$ cat src/rtl/core/bre_store.sv
// Word store of the bitmap: one write port and one registered read port.
// Depends on nothing but its parameters.
module bre_store #(
  parameter int DEPTH = 64,
  parameter int WIDTH = 64,
  parameter int AW    = 6
) (
  input  logic             clk,
  input  logic             we,
  input  logic [AW-1:0]    waddr,
  input  logic [WIDTH-1:0] wdata,
  input  logic [AW-1:0]    raddr,
  output logic [WIDTH-1:0] rdata
);

  logic [WIDTH-1:0] mem [DEPTH];
  logic [WIDTH-1:0] rdata_r;

  always_ff @(posedge clk) begin
    if (we) begin
      mem[waddr] <= wdata;
    end
    rdata_r <= mem[raddr];
  end

  assign rdata = rdata_r;

endmodule

$ cat config.mk
export PLATFORM = sky130hd
export DESIGN_NAME = bre_store
export DESIGN_NICKNAME = d
export VERILOG_FILES = /design/src/rtl/core/bre_store.sv
export SDC_FILE = /design/constraint.sdc
export NUM_CORES = 2
export LEC_CHECK = 0
export CAP_MARGIN = 30
export CORE_MARGIN = 4
export CORE_UTILIZATION = 25
export CTS_BUF_LIST = sky130_fd_sc_hd__clkbuf_8
export CTS_CLUSTER_SIZE = 16
export DETAILED_ROUTE_END_ITERATION = 7
export DONT_BUFFER_PORTS = 1
export PLACE_DENSITY = 0.4
export SYNTH_ARGS = -nofsm -noshare
export SYNTH_HDL_FRONTEND = slang
export SYNTH_SLANG_ARGS = --single-unit
$ cat constraint.sdc
create_clock -name clk -period 11.05 [get_ports clk]
set_clock_uncertainty 0.05 [all_clocks]
set_input_delay 1.6575 -clock clk [delete_from_list [all_inputs] [get_ports clk]]
set_output_delay 1.6575 -clock clk [all_outputs]
set_load 0.005 [all_outputs]
### After elaboration in Yosys (flattened, before gate mapping)

Memories as Yosys holds them, arrays and structs flattened. A register that Yosys moved wholly into a read port is not among the register bits.
Cells that the tools add are included.

| word-level totals | value |
|---|---|
| register bits | 0 |
| memories kept | 1 |
| memory bits (writable) | 4096 |
| bits of input ports | 78 |

Memory list:

| name | words | width | rd ports | clocked after Yosys merged registers in | write ports | RTL line | RTL |
|---|---|---|---|---|---|---|---|
| mem | 64 | 64 | 1 | 1 | 1 | 16 | `logic [WIDTH-1:0] mem [DEPTH];` |

| cells by class | value |
|---|---|
| muxes and demuxes | 2 |

Operators by type and width:

| cell | count |
|---|---|
| $mux 1 | 2 |

### Logic depth before layout (Yosys ltp)

| logic depth | value |
|---|---|
| word-level depth | 2 |
| gate-level depth with buffers | 9 |
| depth with buffers taken out | 5 |

### Worst setup path after synthesis

No wires, ideal clock.

| timing | value |
|---|---|
| kind | in2reg |
| start point | input port waddr[3] |
| end point | memory mem[48][0], enable pin |
| setup slack | 3907 ps |
| stages on the path | 4 |
| data arrival time | 6529 ps |
| setup time | 564 ps |
| cells stage by stage | clkbuf_1 nor2b_1 nand4b_1 nor3_1 |

RTL lines:

| element | RTL line | RTL |
|---|---|---|
| start: declaration | 10 | `input logic [AW-1:0] waddr,` |
| end: declaration | 16 |  |

No word-level cell before the write port.

==> flow_summary.toml <==
[timing]
timing.fmax_ghz = 0.1917
setup_violations = 0
final.min_clock_period_ns = 5.216
hold_violations = 0
relSlewSlack_pct = -23.55
rsz0062_at_grt = "no"
slew_viol_final = 303
finalSetupTns_ns = 0
fin_crit_sh_pct = 47.21
tightest_slew_ns = 1.853
hold_ws_ns = 0.4482

[global_route]
use_met1_pct = 19.99
overflow = 0
grt_pass1_wl_um = 669900
use_met3_pct = 2.505
grt_pass1_vias = 79608
grt_max_degree = 412
track_usage_pct = 15.01
grt_util_met2_pct = 25.76
antenna_found_initial = 29
grt.busiest_layer = "met2"

[setup_path]
path_buf_inv = 4
crit_family = "buffers and inverters"
start_kind = "input port"
cp.required_ns = 12.16
endpoint_kind = "flop"
worst-path-max-fanout = 186
cp_common_cell = "buf_16"
arrival_ns = 6.33
rrSetupSlack_ns = 8.70
crit_slowest_cell = "o22ai_1"
crit_path_max_incr_delay_ns = 0.68
path_cells = "buf_16, buf_16, buf_16, buf_16, nand2_1, o22ai_1, o22ai_1, and3_1"
criticalPathCategory = "input port to flop"

[synth]
syn_nets = 6676
seq_area_frac_synth_pct = 79.49
synth_top_cell_by_area = "edfxtp_1"
async_flop_share_pct = 0
synth-edff-count = 4096
synth_flop_cell = "edfxtp_1"
synth_area_sq_um = 156300
ys_seq_elements = 4160
syn_area_per_cell_sq_um = 23.70
synth_cell_types = 33
synthCells = 6598
yosys-top-cells-area = "edfxtp_1 (79%), mux4_2 (15%), mux2i_1 (0.86%)"
synth_top_area_share_pct = 78.67
ys_warn_count = 0

[floorplanning]
core_sq_um = 623400
die_h_um = 798.8
boundaryPins = 142
start_util_pct = 25.08
rows = 290
die_w_um = 798.8
dieArea_sq_um = 638100

[final_layout]
drive_above_1_share_pct = 28.45
fin_util_pct = 28.99
areaGrowthSynthToFinish_pct = 15.58
final_cell_area_sq_um = 180700
nets = 7200

[detailed_routing]
dr.pass1.iters = 6
wire_per_inst_um = 30.54
num_vias = 73734
via_per_inst = 4.596
drtAntennaViolNets = 0
first_iter_violations = 6837
drc = 0
routed_wl_um = 490000

[clocking]
cts_setup_buffers = 0
postCtsHoldBufs = 0
clk_path_buf_depth = 4
clk_latency_ns = 1.26
htreeDepth = 6
clkSlewWorstSetupHoldPaths_ns = 0.06
cts_root_buf = "clkbuf_8"
tritoncts = "done"
cts_resized = 0
cts_sinks = 4160
cts-buffers-inserted = 695

[placed_design]
io_buffers = 0
globalplace.congestion = 0.7154
dp_hpwl_um = 258900
placed_cell_area_sq_um = 167700

[power]
power_mw = 31.57
p_per_area_nw_per_um2 = 174.7
p_leak_nw = 55.37
max-vdd-ir-drop_uv = 124.7

[outcome]
violations = "slew limit"
status = "complete, but fails checks"

[run]
drv_cap = 0

[min_path]
min_path_type = "input port to flop"
[stage by stage]
stage / instances / worst slack, ns
after floorplan: 6598 / 3.907
after global placement: 14725 / 4.233
after detailed placement: 14743 / 4.383
after CTS: 16013 / 5.866
after global routing: 16032 / 5.683
final: 16043 / 5.834
[metal layers]
| layer | routed length (um) | vias to the layer above | part of all wire (%) |
|---|---|---|---|
| met1 | 210100 | 41315 | 43 |
| li1 | - | 29728 | - |
| met5 | 46 | - | 0.0094 |
| met4 | 9832 | 8 | 2.0 |
| met3 | 25530 | 644 | 5.2 |
| met2 | 244500 | 2039 | 50 |
[area by class of cell]
type                    instances  area (sq um)
fillers                     61143        442700
flip-flops and latches       4160        124300
multi-input cells            2049         30790
well taps                    8322         10410
clock buffers                 736         10130
clock inverters               534          2721
repair buffers                197          2245
inverters                      19         71.32
diodes                         26         65.06
[power breakdown]
group / internal (mW) / switching (mW) / leakage (nW)
clock network: 6.41 / 6.40 / 7.52
logic: 0.523 / 0.653 / 10.5
registers: 17.5 / 0.117 / 37.4
total: 24.4 / 7.17 / 55.4
[placed cells by master (no fill, tap or decap), types with 38 or more instances in the layout]
cell / Yosys / routed
a22oi_1: 168 / 168
a22o_1: 88 / 88
clkbuf_8: 0 / 736
o22ai_1: 83 / 83
nor2_1: 112 / 47
clkinv_2: 0 / 57
inv_1: 19 / 278
o221ai_1: 38 / 38
a211oi_1: 63 / 62
mux2i_1: 135 / 135
nor2_4: 0 / 65
edfxtp_1: 4096 / 4096
buf_4: 34 / 143
nand3_1: 45 / 45
nand2_1: 58 / 54
mux4_2: 1024 / 1024
dfxtp_1: 64 / 64
and3_1: 64 / 64
clkinv_1: 0 / 152
[registers in the layout, indices dropped and copies added (netlist names)]
register and cells:
mem 4096, rdata 64
[worst register-to-register path: cells and delay by family (launching register included)]
kind | cells | cell delay, ns
buf+inv | 1 | 0.22
compound gates | 3 | 0.87
flops | 1 | 0.36
mux | 2 | 0.71
[cells in the mapped netlist (19+ instances only)]
library cell and count:
a2bb2oi_1 19, clkbuf_1 140, or3_1 29, o221ai_1 38, and3_1 64, a41oi_1 26
edfxtp_1 4096, a22o_1 88, inv_1 19, mux2i_1 135, o22ai_1 83, a211oi_1 63
buf_1 20, or2_2 28, buf_4 34, nand2_1 58, nor2_1 112, mux4_2 1024
dfxtp_1 64, nor2b_1 28, a22oi_1 168, nand3_1 45, buf_2 170
[path summary, 6_finish.rpt]
kind         depth (start not counted)             startpoint               endpoint
max                                  8               raddr[1]      rdata[62]$_DFF_P_
min                                  0              wdata[17]  mem[62][17]$_DFFE_PP_
max reg2reg                          6  mem[62][11]$_DFFE_PP_      rdata[11]$_DFF_P_
min reg2reg                          4  mem[62][48]$_DFFE_PP_      rdata[48]$_DFF_P_
[kinds of logic (layout without fill, tap and decap cells)]
family                 count (synthesis)  in the layout  share of synthesized area [%]
multiplexers                        1159           1159                          15.61
AO/OA/AOI/OAI                        504            504                          2.477
buffers and inverters                389           1486                          1.180
other                                  0             26                              0
AND/OR/NAND/NOR                      386            386                          1.240
flip-flops                          4160           4160                          79.49
Note: power is estimated with default switching activity, not from simulation.
