**src/rtl/core/bre_pkg.sv**
```systemverilog
// Shared types, codes and popcount helpers for the bitmap range engine.
// Has no dependencies; bre_word_op, the top level and the testbench import it.
package bre_pkg;

  // Default geometry of the bit store.
  localparam int CAPACITY_BITS_DEF = 4096;
  localparam int WORD_BITS_DEF     = 64;

  // Fixed field widths of the ports.
  localparam int FUNC_W = 3;
  localparam int IDX_W  = 12;
  localparam int CFG_W  = 13;
  localparam int CNT_W  = 13;
  localparam int STAT_W = 2;
  localparam int POP_W  = 7;

  // Request codes.
  localparam logic [FUNC_W-1:0] FN_SET    = 3'd0;
  localparam logic [FUNC_W-1:0] FN_CLEAR  = 3'd1;
  localparam logic [FUNC_W-1:0] FN_FLIP   = 3'd2;
  localparam logic [FUNC_W-1:0] FN_READ   = 3'd3;
  localparam logic [FUNC_W-1:0] FN_FILL   = 3'd4;
  localparam logic [FUNC_W-1:0] FN_EMPTY  = 3'd5;
  localparam logic [FUNC_W-1:0] FN_INVERT = 3'd6;

  // Status codes.
  localparam logic [STAT_W-1:0] ST_OK       = 2'd0;
  localparam logic [STAT_W-1:0] ST_REVERSED = 2'd1;
  localparam logic [STAT_W-1:0] ST_BEYOND   = 2'd2;

  // Word operation applied under the span mask.
  localparam logic [1:0] OP_SET  = 2'd0;
  localparam logic [1:0] OP_CLR  = 2'd1;
  localparam logic [1:0] OP_FLIP = 2'd2;

  // Popcount constants.
  localparam logic [63:0] POP_M1   = 64'h5555555555555555;
  localparam logic [63:0] POP_M2   = 64'h3333333333333333;
  localparam logic [63:0] POP_M4   = 64'h0f0f0f0f0f0f0f0f;
  localparam logic [6:0]  POP_MASK = 7'h7f;

  typedef struct packed {
    logic [FUNC_W-1:0] func;
    logic [IDX_W-1:0]  start_bit;
    logic [IDX_W-1:0]  stop_bit;
  } in_word_t;

  typedef struct packed {
    logic              bit_value;
    logic [CNT_W-1:0]  set_count;
    logic              every_bit_set;
    logic              every_bit_clear;
    logic [STAT_W-1:0] status;
  } out_word_t;

  // Control of one sweep, handed from the sequencer to the word datapath.
  typedef struct packed {
    logic [1:0] op;
    logic       act;
    logic       cap_en;
  } op_ctrl_t;

  // First half of the popcount: per-byte bit counts.
  function automatic logic [63:0] pop_bytes(input logic [63:0] w);
    logic [63:0] v;
    v = w - ((w >> 1) & POP_M1);
    v = (v & POP_M2) + ((v >> 2) & POP_M2);
    v = (v + (v >> 4)) & POP_M4;
    return v;
  endfunction

  // Second half: fold the eight byte counts into one.
  function automatic logic [POP_W-1:0] byte_sum(input logic [63:0] b);
    logic [63:0] v;
    v = b + (b >> 8);
    v = v + (v >> 16);
    v = v + (v >> 32);
    return v[POP_W-1:0] & POP_MASK;
  endfunction

endpackage

```
**src/rtl/core/bre_word_op.sv**
```systemverilog
// Per-word datapath: span mask, set/clear/flip, bit pick-off and a
// three-stage popcount of the rewritten word. Uses bre_pkg.
module bre_word_op
  import bre_pkg::*;
#(
  parameter int WORD_BITS = WORD_BITS_DEF,
  parameter int CMP_W     = 13,
  parameter int LW        = 6
) (
  input  logic                 clk,
  input  logic                 rst_n,
  input  logic                 rd_v,
  input  logic                 rd_last,
  input  logic [WORD_BITS-1:0] rd_data,
  input  logic [CMP_W-1:0]     base,
  input  op_ctrl_t             ctrl,
  input  logic [CMP_W-1:0]     lo,
  input  logic [CMP_W-1:0]     hi,
  input  logic [CMP_W-1:0]     from,
  output logic                 wr_en,
  output logic [WORD_BITS-1:0] wr_data,
  output logic                 hit_v,
  output logic                 hit_bit,
  output logic                 pc_v,
  output logic                 pc_last,
  output logic [POP_W-1:0]     pc_cnt
);

  logic [WORD_BITS-1:0] mask;
  logic [WORD_BITS-1:0] new_word;
  logic [LW-1:0]        off;
  logic                 in_win;

  logic [WORD_BITS-1:0] nw_r;
  logic [63:0]          bytes_r;
  logic [POP_W-1:0]     pc_r;
  logic                 v1_r, v2_r, v3_r;
  logic                 l1_r, l2_r, l3_r;

  always_comb begin
    for (int j = 0; j < WORD_BITS; j++) begin
      mask[j] = ((base + CMP_W'(j)) >= lo) && ((base + CMP_W'(j)) <= hi);
    end
  end

  always_comb begin
    case (ctrl.op)
      OP_SET:  new_word = rd_data | mask;
      OP_CLR:  new_word = rd_data & ~mask;
      OP_FLIP: new_word = rd_data ^ mask;
      default: new_word = rd_data;
    endcase
  end

  assign wr_en   = rd_v && ctrl.act;
  assign wr_data = ctrl.act ? new_word : rd_data;

  // The requested bit is picked from the word as it was read.
  assign in_win  = (from >= base) && (from < (base + CMP_W'(WORD_BITS)));
  assign off     = LW'(from - base);
  assign hit_v   = rd_v && ctrl.cap_en && in_win;
  assign hit_bit = rd_data[off];

  always_ff @(posedge clk) begin
    nw_r    <= wr_data;
    bytes_r <= pop_bytes(64'(nw_r));
    pc_r    <= byte_sum(bytes_r);
  end

  always_ff @(posedge clk) begin
    if (!rst_n) begin
      v1_r <= 1'b0;
      v2_r <= 1'b0;
      v3_r <= 1'b0;
      l1_r <= 1'b0;
      l2_r <= 1'b0;
      l3_r <= 1'b0;
    end else begin
      v1_r <= rd_v;
      v2_r <= v1_r;
      v3_r <= v2_r;
      l1_r <= rd_v && rd_last;
      l2_r <= l1_r;
      l3_r <= l2_r;
    end
  end

  assign pc_v    = v3_r;
  assign pc_last = l3_r;
  assign pc_cnt  = pc_r;

endmodule

```
**config.mk**
```make
export PLATFORM = sky130hd
export DESIGN_NAME = bre_word_op
export DESIGN_NICKNAME = d
export VERILOG_FILES = /design/src/rtl/core/bre_pkg.sv /design/src/rtl/core/bre_word_op.sv
export SDC_FILE = /design/constraint.sdc
export NUM_CORES = 2
export LEC_CHECK = 0
export BUFFER_PORTS_ARGS = -buffer_cell sky130_fd_sc_hd__buf_2
export CORE_AREA = 2 2 306 308
export CTS_CLUSTER_DIAMETER = 150
export DETAILED_ROUTE_END_ITERATION = 8
export DIE_AREA = 0 0 308 310
export PLACE_DENSITY = 0.78
export SYNTH_ARGS = -nofsm -noshare
export SYNTH_HDL_FRONTEND = slang
export SYNTH_SLANG_ARGS = --single-unit
```
**constraint.sdc**
```tcl
create_clock -name clk -period 5 [get_ports clk]
set_input_delay 0 -clock clk [delete_from_list [all_inputs] [get_ports clk]]
set_output_delay 0 -clock clk [all_outputs]
set_load 0.1 [all_outputs]
```
After elaboration in Yosys (flattened, before gate mapping). Cells that the tools add are included.

Register bits after elaboration: 109. Bits of input ports: 124. Output and inout bits: 76. Word-level logic and storage cells: 291.

Add/subtract/negate cells: 71. $lt $le $gt $ge: 131. Equality and inequality tests: 2. Mux-type cells: 4. Bitwise logic cells: 4. Reductions and logical operators: 70.

Operator list (number): $ge 13x13->1 (65); $le 13x13->1 (64); $add 13x6->13 const B (32); $add 13x5->13 const B (16); $pmux 64 s3 (1); $add 13x4->13 const B (8); $logic_and 1x1->1 (69); $and 64x64->64 (1); $mux 64 (1); $not 64->64 (1); $or 64x64->64 (1); $sub 64x63->64 (1); $xor 64x64->64 (1); $add 62x62->63 (1); $add 60x59->60 (1); $add 52x52->53 (1); $add 13x3->13 const B (4); $add 39x37->39 (1); $add 13x2->13 const B (2); $add 13x1->13 const B (1); $add 13x7->13 const B (1); $lt 13x13->1 (1); $add 7x7->7 (1); $lt 6x7->1 const B (1); other kinds (6) (6).

Depth between registers and ports, before layout.
Word-level depth: 7. Mapped depth: 24. Gate-level depth less buffers: 22.

Worst setup path after synthesis. OpenSTA, ideal clock, no wires.

Path kind: input to register. Start: input base[4]. End: register nw_r[61]. Library setup time: 0.286 ns. Arrival time: 5.587 ns. Data required time: 4.714 ns. Path slack: -0.873 ns. Stages: 23. Path buffers: 3. Cell sequence: clkbuf_1 inv_1 buf_1 ha_1 clkbuf_1 inv_1 o21ai_0 xnor2_1 inv_1 ha_1 a21o_1 a21o_1 a21o_1 a21oi_1 nor2b_1 o21ai_0 nand2b_1 a221oi_1 o32ai_1 ha_1 mux2i_1 o22ai_1 a21oi_1.

Word-level cells in the longest chain between the ends: 7. Elaborated cells on any way between the ends: 10. Classes of those cells: add/sub (1); order compare (2); mux (2); bitwise (4); reduce/logical (1).

Ends and longest elaborated chain: start, declared (RTL line bre_word_op.sv:15) `input logic [CMP_W-1:0] base,`; $add 13x6->13 (*) (RTL line bre_word_op.sv:42) `mask[j] = ((base + CMP_W'(j)) >= lo) && ((base + CMP_W'(j)) <= hi);`; $ge 13x13->1 / $le 13x13->1 (equally long branches) (RTL line bre_word_op.sv:42); $logic_and 1x1->1 (*) (RTL line bre_word_op.sv:42); $not 64->64 (RTL line bre_word_op.sv:49) `OP_CLR: new_word = rd_data & ~mask;`; $and 64x64->64 (RTL line bre_word_op.sv:49); $pmux 64 s3 (*) (RTL line bre_word_op.sv:47) `case (ctrl.op)`; $mux 64 (*) (RTL line bre_word_op.sv:56) `assign wr_data = ctrl.act ? new_word : rd_data;`; net wr_data[61] (RTL line bre_word_op.sv:21) `output logic [WORD_BITS-1:0] wr_data,`; end signal, assigned (RTL line bre_word_op.sv:65) `nw_r <= wr_data;`; end, declared (RTL line bre_word_op.sv:34) `logic [WORD_BITS-1:0] nw_r;`.

Mark *: on every way through the listed nets, which the timed path passes. The rest lies on a longest branch. A chain may end at the register's enable or synchronous reset.

Worst setup path after layout.
Start: input base[5]. End: output wr_data[46].

Word-level cells in the longest chain between the ends: 7. Elaborated cells on any way between the ends: 10. Classes of those cells: add/sub (1); order compare (2); mux (2); bitwise (4); reduce/logical (1).

Ends and longest elaborated chain (RTL line): $add 13x6->13 (*) (bre_word_op.sv:42); $ge 13x13->1 / $le 13x13->1 (equally long branches) (bre_word_op.sv:42); $logic_and 1x1->1 (*) (bre_word_op.sv:42); $not 64->64 (bre_word_op.sv:49); $and 64x64->64 (bre_word_op.sv:49); $pmux 64 s3 (*) (bre_word_op.sv:47); $mux 64 (*) (bre_word_op.sv:56); end, declared (bre_word_op.sv:21).

Mark *: on every way between the ends. The rest lies on a longest branch, timed or not.

==> metrics.txt <==
GRT overflow=0; WS Path Type=in -> out; largest family of logic cells by synthesized area=adder cells; multiplexer area fraction after synthesis=slightly above 2%; Site Rows=roughly 110; largest area contributor in the synthesized netlist=ha_1; path depth of the worst reg2reg path=18; DRT Pass-1 Iters=6; YS warnings=0; nets@finish=between 7000 and 8000; die height=310 um; area share of the leading cell type in the synthesized netlist=40.0%; Die X=308 um; clock buffer count from CTS=9; largest net degree at the start of global routing=65; final worst slack=roughly 0.1 ns; syn avg cell area=a little over 8 um2; clk root buf=clkbuf_16; Hold Crit Class=in -> reg; measured slew at the worst slew-check pin=1.11 ns; Max stage delay on crit path=a little under 0.6 ns; most common cell in the synthesized netlist=ha_1; DP Worst Slack=approximately 0.10 ns; number of synthesized flops with an enable pin=0; DRC viols=0; flops & latches, synth=roughly 110; final setup violating endpoints=0; All-Layer GR Usage=about two fifths; Pwr Density=275 mW/mm2; first-pass GRT wire length=295 mm; Hold Path Depth=3; Synth Cell Area=about 0.046 mm2; area of the multi-input gates=0.0419 mm2; Routability Congestion=approximately 1.1; dominant cells by area after synthesis=ha_1, xnor2_1, a21o_1; total negative slack=0 ns; Final Hold Violating Endpoints=0; period utilization=between 90% and 100%; Die ar.=around 0.095 mm2; Worst setup SP type=input pin; status=completed; CTS Buffer Depth=2; DRT iter0 DRCs=approximately 5100; vias in the first global route=roughly 47000; Vias=47500; clock-pin slew on the worst setup and hold paths=roughly 0.080 ns; Seq/Total Area, Yosys=around 4.8%; simple-gate share of the synthesized area=between 10% and 20%; CP Capture Type=output port; Core Area=slightly above 0.09 mm2; effective utilization at floorplan=49.5%; worst rel slew slack=approximately a quarter; Setup Buffers After CTS=0; buffers added on ports=slightly below 200; Antenna Nets Post-Route=0; drt via density=between 6 and 7; wire length per cell=between 20 and 30 um; unrepaired setup endpoints after global routing=no; IR drop worst, VDD=roughly 0.8 mV; Post-Syn Nets=around 7300; Layout Skew=approximately 0.015 ns; Top FF cell, synth=dfxtp_1; DP HPWL=around 160 mm; Ports=200; total of max-cap violations=0; area grow syn2layout=12.7%; Slew Viols, Final=0; Worst-Skew Late Latency=slightly below 0.4 ns; Synth Area in Adders=approximately 41%; share of synthesized flip-flops with an asynchronous set or reset=0%; WL final=approximately 200 mm; CTS sink cnt=~110; worst path cell trace=buf_2 > inv_2 > ha_1 > buf_12 > nand2_1 > buf_4 > o21ai_0 > o311a_1 > ha_1 > nor2b_1 > o21ai_0 > nand2b_1 > a21oi_1 > nor2b_1 > o32ai_1 > buf_4 > ha_1 > a22o_1 > nand2_1 > o221ai_2 > buf_12; post-synthesis compound-gate area fraction=21.0%; CP max stage cell=o32ai_1; Fill cells=around 8500; CTS tree=done; Synth cell types=77; Worst EP required=5.00 ns; Clock H-tree levels=3; Sequential Area=0.00218 mm2; antenna violations before repair=13; CP Max Fanout=20; most frequent cells after synthesis=ha_1, xnor2_1, a21o_1, a21oi_1, nor2_1; clock period minus worst slack=~4.9 ns; Cells after Synth=around 5700; Synth Area in XOR/XNOR=~11%; leakage=25.8 nW; f_max=204 MHz; Worst EP arrival=approximately 4.9 ns; layout cells sized above 1=10.4%; crit-path most repeated cell=ha_1
## final cells by class
| type | instances | share of cell area [%] |
|---|---|---|
| Tap cell | 1197 | 2.90 |
| Inverter | 386 | 2.85 |
| Multi-Input combinational cell | 5000 | 81.3 |
| Antenna cell | 11 | 0.0534 |
| Clock buffer | 9 | 0.437 |
| Sequential cell | 109 | 4.23 |
| Clock inverter | 7 | 0.124 |
| Timing Repair Buffer | 491 | 8.14 |
## state kept, by name, summed over array words and instances (netlist names)
register / flops
v1_r: 1
l1_r: 1
pc_cnt: 7
pc_v: 1
l2_r: 1
bytes_r: 32
v2_r: 1
nw_r: 64
pc_last: 1
## cell families (layout without fill, tap and decap cells)
group / Yosys count / in the layout
and+or+nand+nor: 1416 / 1416
DFF: 109 / 109
muxes: 67 / 67
other: 0 / 11
adders and majority gates: 1496 / 1496
AOI/OAI and AO/OA: 1456 / 1456
buffers and inverters: 565 / 893
xor gates and xnor gates: 565 / 565
## critical path, delay by kind of cell
| family | cells | cell delay [ns] |
|---|---|---|
| buf+inv | 6 | 1.44 |
| fa+ha+maj | 3 | 0.80 |
| compound gates | 7 | 1.77 |
| simple gates | 5 | 0.85 |
## power by group
group / switching (mW) / internal [mW] / total, mW
Sequential: 0.140 / 1.22 / 1.36
Clock: 0.391 / 0.349 / 0.740
Combinational: 7.15 / 4.93 / 12.1
Total: 7.68 / 6.50 / 14.2
## cells in the final DEF (no fill, tap or decap), types with 44 or more instances in the layout
cell type and instances:
inv_1 361, a21o_1 415, xnor2_1 543, nor2b_1 175, dfxtp_1 109, buf_4 267, ha_1 1462, nand4_1 206
o21ai_0 238, nor3_1 81, a22o_1 44, a21oi_1 399, nand2b_1 103, buf_12 68, nand2_1 326, mux2i_1 46
buf_2 146, nor2_1 382
## routing by layer
layer | up-vias | wire (um) | global-route usage (%)
li1 | 21400 | - | -
met1 | 22000 | 74700 | 47.7
met2 | 3020 | 83100 | 63.3
met3 | 1034 | 24300 | 11.4
met4 | 14 | 20200 | 34.6
met5 | - | 100 | 0
## path summary, 6_finish.rpt
path	from	end	slack (ns)
setup reg to reg	nw_r[21]$_DFF_P_	bytes_r[59]$_DFF_P_	0.25
hold reg to reg	v2_r$_SDFF_PN0_	pc_v$_SDFF_PN0_	0.44
setup / recovery	base[5]	wr_data[46]	0.10
hold / removal	rd_data[61]	nw_r[61]$_DFF_P_	0.01
## per-stage QoR
stage	util, %	hold slack (ns)	total power [mW]	std cells	area [um2]
4_1_cts	55.7	0.00267	14.0	7199	51500
3_3_place_gp	55.3	0.236	12.7	7173	51100
5_1_grt	55.7	0.0226	15.4	7200	51500
3_5_place_dp	55.3	0.269	13.2	7173	51100
2_1_floorplan	-	0.122	9.75	5674	46100
6_report	55.7	0.0149	14.2	7210	51600
## timing repair
action                                  4_1_cts  5_1_grt
endpoints found under the setup margin        0        8
hold endpoints to repair                     12        0
gates resized for setup                       0        9
hold buffers                                 10        0
Note: power is estimated with default switching activity, not from simulation.
